File: config.mk
export PLATFORM = sky130hd
export DESIGN_NAME = sht_front_flat
export DESIGN_NICKNAME = d
export VERILOG_FILES = /design/src/design/sht_pkg.sv /design/src/design/sht_req_if.sv /design/src/design/sht_front.sv /design/src/flat_wrapper.sv
export SDC_FILE = /design/constraint.sdc
export NUM_CORES = 1
export LEC_CHECK = 0
export ABC_AREA = 1
export BUFFER_PORTS_ARGS = -buffer_cell sky130_fd_sc_hd__buf_4
export CORE_ASPECT_RATIO = 0.5
export CORE_MARGIN = 4
export CORE_UTILIZATION = 28
export DETAILED_ROUTE_END_ITERATION = 7
export PLACE_DENSITY = 0.57
export REMOVE_ABC_BUFFERS = 1
export SLEW_MARGIN = 25
export SYNTH_ARGS = -nofsm -noshare
export SYNTH_HDL_FRONTEND = slang
export SYNTH_SLANG_ARGS = --single-unit
File: constraint.sdc
create_clock -name clock -period 12.7 [get_ports clock]
set_clock_uncertainty 0.1 [all_clocks]
set_input_delay 1.905 -clock clock [delete_from_list [all_inputs] [get_ports clock]]
set_output_delay 1.905 -clock clock [all_outputs]
set_load 0.02 [all_outputs]
File: src/design/sht_pkg.sv
// Package for the symbol hash table: sizes, codes, payload and control types.
// Used by the channel interfaces and by every module of the block.
package sht_pkg;

   localparam int TABLE_SLOTS   = 1024;
   localparam int MAX_OVERLOADS = 16;
   localparam int SLOT_W        = $clog2(TABLE_SLOTS);
   localparam int OVL_W         = $clog2(MAX_OVERLOADS);
   localparam int CNT_W         = $clog2(MAX_OVERLOADS + 1);
   localparam int OCC_W         = $clog2(TABLE_SLOTS + 1);
   localparam int DECL_W        = SLOT_W + OVL_W;
   // Smallest occupancy at which occupancy*4 >= slots*3.
   localparam int LOAD_LIMIT    = (TABLE_SLOTS * 3 + 3) / 4;

   localparam logic REQ_INSERT = 1'b0;
   localparam logic REQ_LOOKUP = 1'b1;

   typedef enum logic [2:0] {
      ST_INSERTED   = 3'd0,
      ST_OVL_ADDED  = 3'd1,
      ST_DUPLICATE  = 3'd2,
      ST_TABLE_FULL = 3'd3,
      ST_OVL_FULL   = 3'd4,
      ST_FOUND      = 3'd5,
      ST_NOT_FOUND  = 3'd6,
      ST_BAD_KEY    = 3'd7
   } status_type;

   typedef enum logic [2:0] {
      S_CLEAR,
      S_IDLE,
      S_READ,
      S_CHECK,
      S_DECL
   } state_type;

   typedef struct packed {
      logic        req_type;
      logic [31:0] key_hash;
      logic [3:0]  symbol_kind;
      logic [31:0] file_handle;
      logic [31:0] declaration_handle;
      logic [3:0]  overload_select;
   } req_payload_type;

   typedef struct packed {
      status_type  status;
      logic [9:0]  slot_index;
      logic [3:0]  found_kind;
      logic [31:0] found_file;
      logic [31:0] found_declaration;
      logic [4:0]  overload_total;
   } rsp_payload_type;

   typedef struct packed {
      req_payload_type payload;
      logic            bad_key;
   } work_type;

   typedef struct packed {
      logic     valid;
      work_type item;
   } queue_head_type;

endpackage

File: src/design/sht_req_if.sv
// Request channel interface: valid, ready and one request payload.
// Depends on sht_pkg for the payload type.
interface sht_req_if import sht_pkg::*; ();
   logic            valid;
   logic            ready;
   req_payload_type payload;
   modport source (output valid, output payload, input ready);
   modport sink (input valid, input payload, output ready);
endinterface

File: src/design/sht_front.sv
// Front end: accepts request beats, flags bad keys and queues them in a
// two-entry queue for the back end. Depends on sht_pkg and sht_req_if.
module sht_front import sht_pkg::*; (
   input  logic           clock,
   input  logic           reset,
   sht_req_if.sink        req_bus,
   output queue_head_type head,
   input  logic           pop
);

   work_type   q_ff [2];
   logic       wr_ptr_ff, wr_ptr_in;
   logic       rd_ptr_ff, rd_ptr_in;
   logic [1:0] cnt_ff, cnt_in;
   logic       push;
   work_type   new_item;

   assign req_bus.ready = (cnt_ff != 2'd2);
   assign push          = req_bus.valid && req_bus.ready;

   always_comb begin
      new_item.payload = req_bus.payload;
      new_item.bad_key = (req_bus.payload.key_hash == 32'd0);
      wr_ptr_in = push ? ~wr_ptr_ff : wr_ptr_ff;
      rd_ptr_in = pop ? ~rd_ptr_ff : rd_ptr_ff;
      cnt_in    = cnt_ff + {1'b0, push} - {1'b0, pop};
   end

   assign head.valid = (cnt_ff != 2'd0);
   assign head.item  = q_ff[rd_ptr_ff];

   always_ff @(posedge clock) begin
      if (reset) begin
         wr_ptr_ff <= 1'b0;
         rd_ptr_ff <= 1'b0;
         cnt_ff    <= 2'd0;
      end else begin
         wr_ptr_ff <= wr_ptr_in;
         rd_ptr_ff <= rd_ptr_in;
         cnt_ff    <= cnt_in;
      end
   end

   always_ff @(posedge clock) begin
      if (push) begin
         q_ff[wr_ptr_ff] <= new_item;
      end
   end

endmodule

File: src/flat_wrapper.sv
// flat-port wrapper written by rule: the top's interface ports become plain ports
module sht_front_flat import sht_pkg::*;
  (clock, reset, head, pop, req_bus_valid, req_bus_payload, req_bus_ready);
  sht_req_if req_bus_i ();
  input  logic clock;
  input  logic reset;
  output queue_head_type head;
  input  logic pop;
  input wire logic [$bits(req_bus_i.valid)-1:0] req_bus_valid;
  input wire logic [$bits(req_bus_i.payload)-1:0] req_bus_payload;
  output wire logic [$bits(req_bus_i.ready)-1:0] req_bus_ready;
  assign req_bus_i.valid = req_bus_valid;
  assign req_bus_i.payload = req_bus_payload;
  assign req_bus_ready = req_bus_i.ready;
  sht_front u_core (.clock(clock), .reset(reset), .req_bus(req_bus_i), .head(head), .pop(pop));
endmodule
; After elaboration in Yosys (flattened, before gate mapping)
; Memories as Yosys holds them, arrays and structs flattened. A register that Yosys moved wholly into a read port is not among the register bits.
; Index checks and enable logic that the tools add are counted.
[totals]
reg_bits = 4
latchBits = 0
ram_bits = 212
mem_bits_ro = 0
input_bits = 109
output_inout_bits = 108
mem_count = 1
[mem_list]
columns = memory, depth, width, read_ports, rd_clocked_by_memory_dff, wr, line_no
row1 = u_core.q_ff, 2, 106, 1, 1, 1, sht_front.sv:11  ; work_type q_ff [2];
[op_classes]
n_addsub = 2
multipliers = 0
div = 0
order_cmp = 0
eq_ne = 1
n_shift = 0
mux = 4
n_bitwise = 2
reduce_logical = 3
[ops]
columns = op, n
row1 = $logic_not 32->1, 1
row2 = $mux 1, 4
row3 = $add 2x1->2, 1
row4 = $ne 2x2->1 const B, 1
row5 = $not 1->1, 2
row6 = $reduce_bool 2->1, 1
row7 = $sub 2x1->2, 1
row8 = $logic_and 1x1->1, 1

; Logic depth before layout (Yosys ltp)
[depth]
depth_word = 4
mapped_depth = 9

; Worst setup path after synthesis
; OpenSTA, ideal clock, no wires.
[synth_timing]
path_type = input to register
from = input port req_bus_valid
to = memory u_core.q_ff[0][0] (netlist bit), enable pin
setup_ns = 0.572
t_arrival_ns = 6.386
setup_slack_ns = 5.643
stages = 2
path_buffers = 0
cell_sequence = nand2_1 -> nor2_1
[synth_between]
elab_chain_cells = 3
[synth_lines]
columns = element, line_no
row1 = start: declaration, flat_wrapper.sv:9  ; input wire logic [$bits(req_bus_i.valid)-1:0] req_bus_valid;
row2 = $logic_and 1x1->1, sht_front.sv:19  ; assign push = req_bus.valid && req_bus.ready;
row3 = $mux 1, sht_front.sv:45  ; if (push) begin
row4 = $mux 1 (implied by the code), sht_front.sv:46  ; q_ff[wr_ptr_ff] <= new_item;
row5 = end: declaration, sht_front.sv:11
; Every way passes these cells.

==> flow_metrics.env <==
export IMPL_hp_class="flip-flop to flip-flop"
export IMPL_syn_area_per_cell_um2=20.8
export IMPL_yosys_warnings=0
export IMPL_core_mm2=0.0282
export IMPL_path_class="flip-flop to primary output"
export IMPL_place_hpwl_mm=13.1
export IMPL_clock_latency_ns=0.50
export IMPL_ctsResizeCount=0
export IMPL_drtIter0Drc=263
export IMPL_port_buffers=216
export IMPL_hold_viol_final=0
export IMPL_ys_seq_elements=217
export IMPL_num_nets_final=736
export IMPL_clk_pin_slew_ns=0.06
export IMPL_power_density_mw_per_mm2=168
export IMPL_rows=43
export IMPL_via_per_inst=4.19
export IMPL_start_util=0.289
export IMPL_synth_xor_area_share=0.00107
export IMPL_grt_pass1_vias=4644
export IMPL_required_ns=10.69
export IMPL_r2r_cells=7
export IMPL_drv_slew=0
export IMPL_fin_crit_ns=4.89
export IMPL_p_leak_nw=4.10
export IMPL_cts_setup_buffers=0
export IMPL_area_growth_pct=33.8
export IMPL_ant_nets=0
export IMPL_ys_seq_area_frac=0.793
export IMPL_synth_simple_area_share=0.0224
export IMPL_setup_tns_ns=0
export IMPL_arrival_ns=2.88
export IMPL_die_h_um=129
export IMPL_cts_root_buf="clkbuf_16"
export IMPL_crit_fanout=64
export IMPL_design_area_mm2=0.0109
export IMPL_cp_start_kind="flip-flop"
export IMPL_cts_sinks=217
export IMPL_drc=0
export IMPL_antenna_found_initial=1
export IMPL_worst_pin_slew_ns=1.03
export IMPL_rsz0062_at_grt="no"
export IMPL_drive_gt1_frac=0.567
export IMPL_finalWirelength_mm=18.9
export IMPL_die_w_um=249
export IMPL_layout_common_cells="buf_4, edfxtp_1, mux2_2, mux2_4, nor2_1"
export IMPL_synth_compound_area_frac=0.000614
export IMPL_peakVddDrop_uv=68.1
export IMPL_htreeDepth=1
export IMPL_clock_path_buffers=3
export IMPL_holdBufCountCts=0
export IMPL_period_share=0.385
export IMPL_crit_path_top_delay_cell="buf_4"
export IMPL_cts_tree="built"
export IMPL_grt_max_degree=72
export IMPL_whs_path_depth=2
export IMPL_dpl_instance_area_mm2=0.0102
export IMPL_yosysUniqueCellTypes=14
export IMPL_drtPass1Iterations=4
export IMPL_synthAdderAreaFrac=0.00307
export IMPL_synthMuxAreaShare=0.165
export IMPL_die_area_mm2=0.0321
export IMPL_synth_top_family_by_area="multiplexers"
export IMPL_critPathMaxStageDelay_ns=0.88
export IMPL_wl_per_cell_um=18.5
export IMPL_crit_chain="buf_4, mux2_2, buf_4"
export IMPL_cts_buffers_inserted=22
export IMPL_fmax_mhz=205
export IMPL_endpoint_kind="primary output"
export IMPL_final_common_cell="buf_4"
export IMPL_slew_headroom=0.314
export IMPL_cap_viol_max_count=0
export IMPL_setup_viol=0
export IMPL_grt_pass1_wl_mm=27.5
export IMPL_vias=4271
export IMPL_outcome="completed"
export IMPL_grt_total_usage=0.111
export IMPL_netlist_area_mm2=0.00815
export IMPL_syn_inst=392
export IMPL_place_congestion=0.770
export IMPL_io_pins=217
export IMPL_path_common_cell="buf_4"
export IMPL_power_mw=1.83
export IMPL_overflow=0
metrics by stage:
step / hold slack (ns) / cells / utilization / setup WS, ns
floorplan: 0.377 / 380 / - / 5.64
global placement: 0.400 / 982 / 0.362 / 8.32
detailed placement: 0.401 / 982 / 0.362 / 8.29
CTS: 0.417 / 1018 / 0.386 / 7.73
global route: 0.458 / 1020 / 0.387 / 7.68
finish: 0.411 / 1020 / 0.387 / 7.81
registers in the layout, summed over array words and instances (netlist names), named ones only:
signal and count:
u_core.q_ff 212, u_core.rd_ptr_ff 1, u_core.cnt_ff 2, u_core.wr_ptr_ff 1
worst max-delay path, delay by kind of cell, from the launching register on:
kind	cells	cell delay (ns)
DFF	1	0.78
buffers and inverters	2	1.04
muxes	1	0.43
layer usage:
| layer | track usage | share of wire |
|---|---|---|
| met1 | 0.116 | 0.36 |
| met2 | 0.220 | 0.57 |
| met3 | 0.0176 | 0.024 |
| met4 | 0.0518 | 0.048 |
| met5 | 0 | 0 |
synth_stat cells:
cell	count	area, um^2
buf_6	6	67.6
nor2_1	28	105
edfxtp_1	212	6370
nand3_1	1	5.00
dfxtp_1	5	100
inv_1	6	22.5
mux2_4	40	601
nand2_1	16	60.1
buf_2	6	30.0
mux2_2	66	743
a21oi_1	1	5.00
ha_1	2	25.0
or2_2	2	12.5
xnor2_1	1	8.76
worst paths after layout:
kind,slack [ns],to,from
min,0.41,flip-flop,u_core.rd_ptr_ff
min reg2reg,0.41,flip-flop,u_core.rd_ptr_ff
max,7.81,head[19],flip-flop
max reg2reg,10.04,u_core.q_ff[1][3],u_core.cnt_ff[0]
power by group:
part	total, mW	switching (mW)	leakage, nW	internal, mW
Sequential	0.888	0.0220	2.01	0.866
Combinational	0.317	0.170	1.74	0.148
Clock	0.626	0.259	0.337	0.367
cell type report:
class	instances	area (um^2)
Antenna cell	1	2.50
Clock buffer	26	587
Clock inverter	10	95.1
Fill cell	2626	17300
Inverter	6	25.0
Multi-Input combinational cell	157	1570
Sequential cell	217	6470
Tap cell	382	478
Timing Repair Buffer	221	1680
cells by family (layout without fill, tap and decap cells):
logic type	after synthesis	after routing
DFF	217	217
other	0	1
buffers and inverters	18	263
muxes	106	106
AOI/OAI and AO/OA	1	1
and+or+nand+nor	47	47
xor gates and xnor gates	1	1
adders and majority gates	2	2
(Power assumes the default switching activity.)
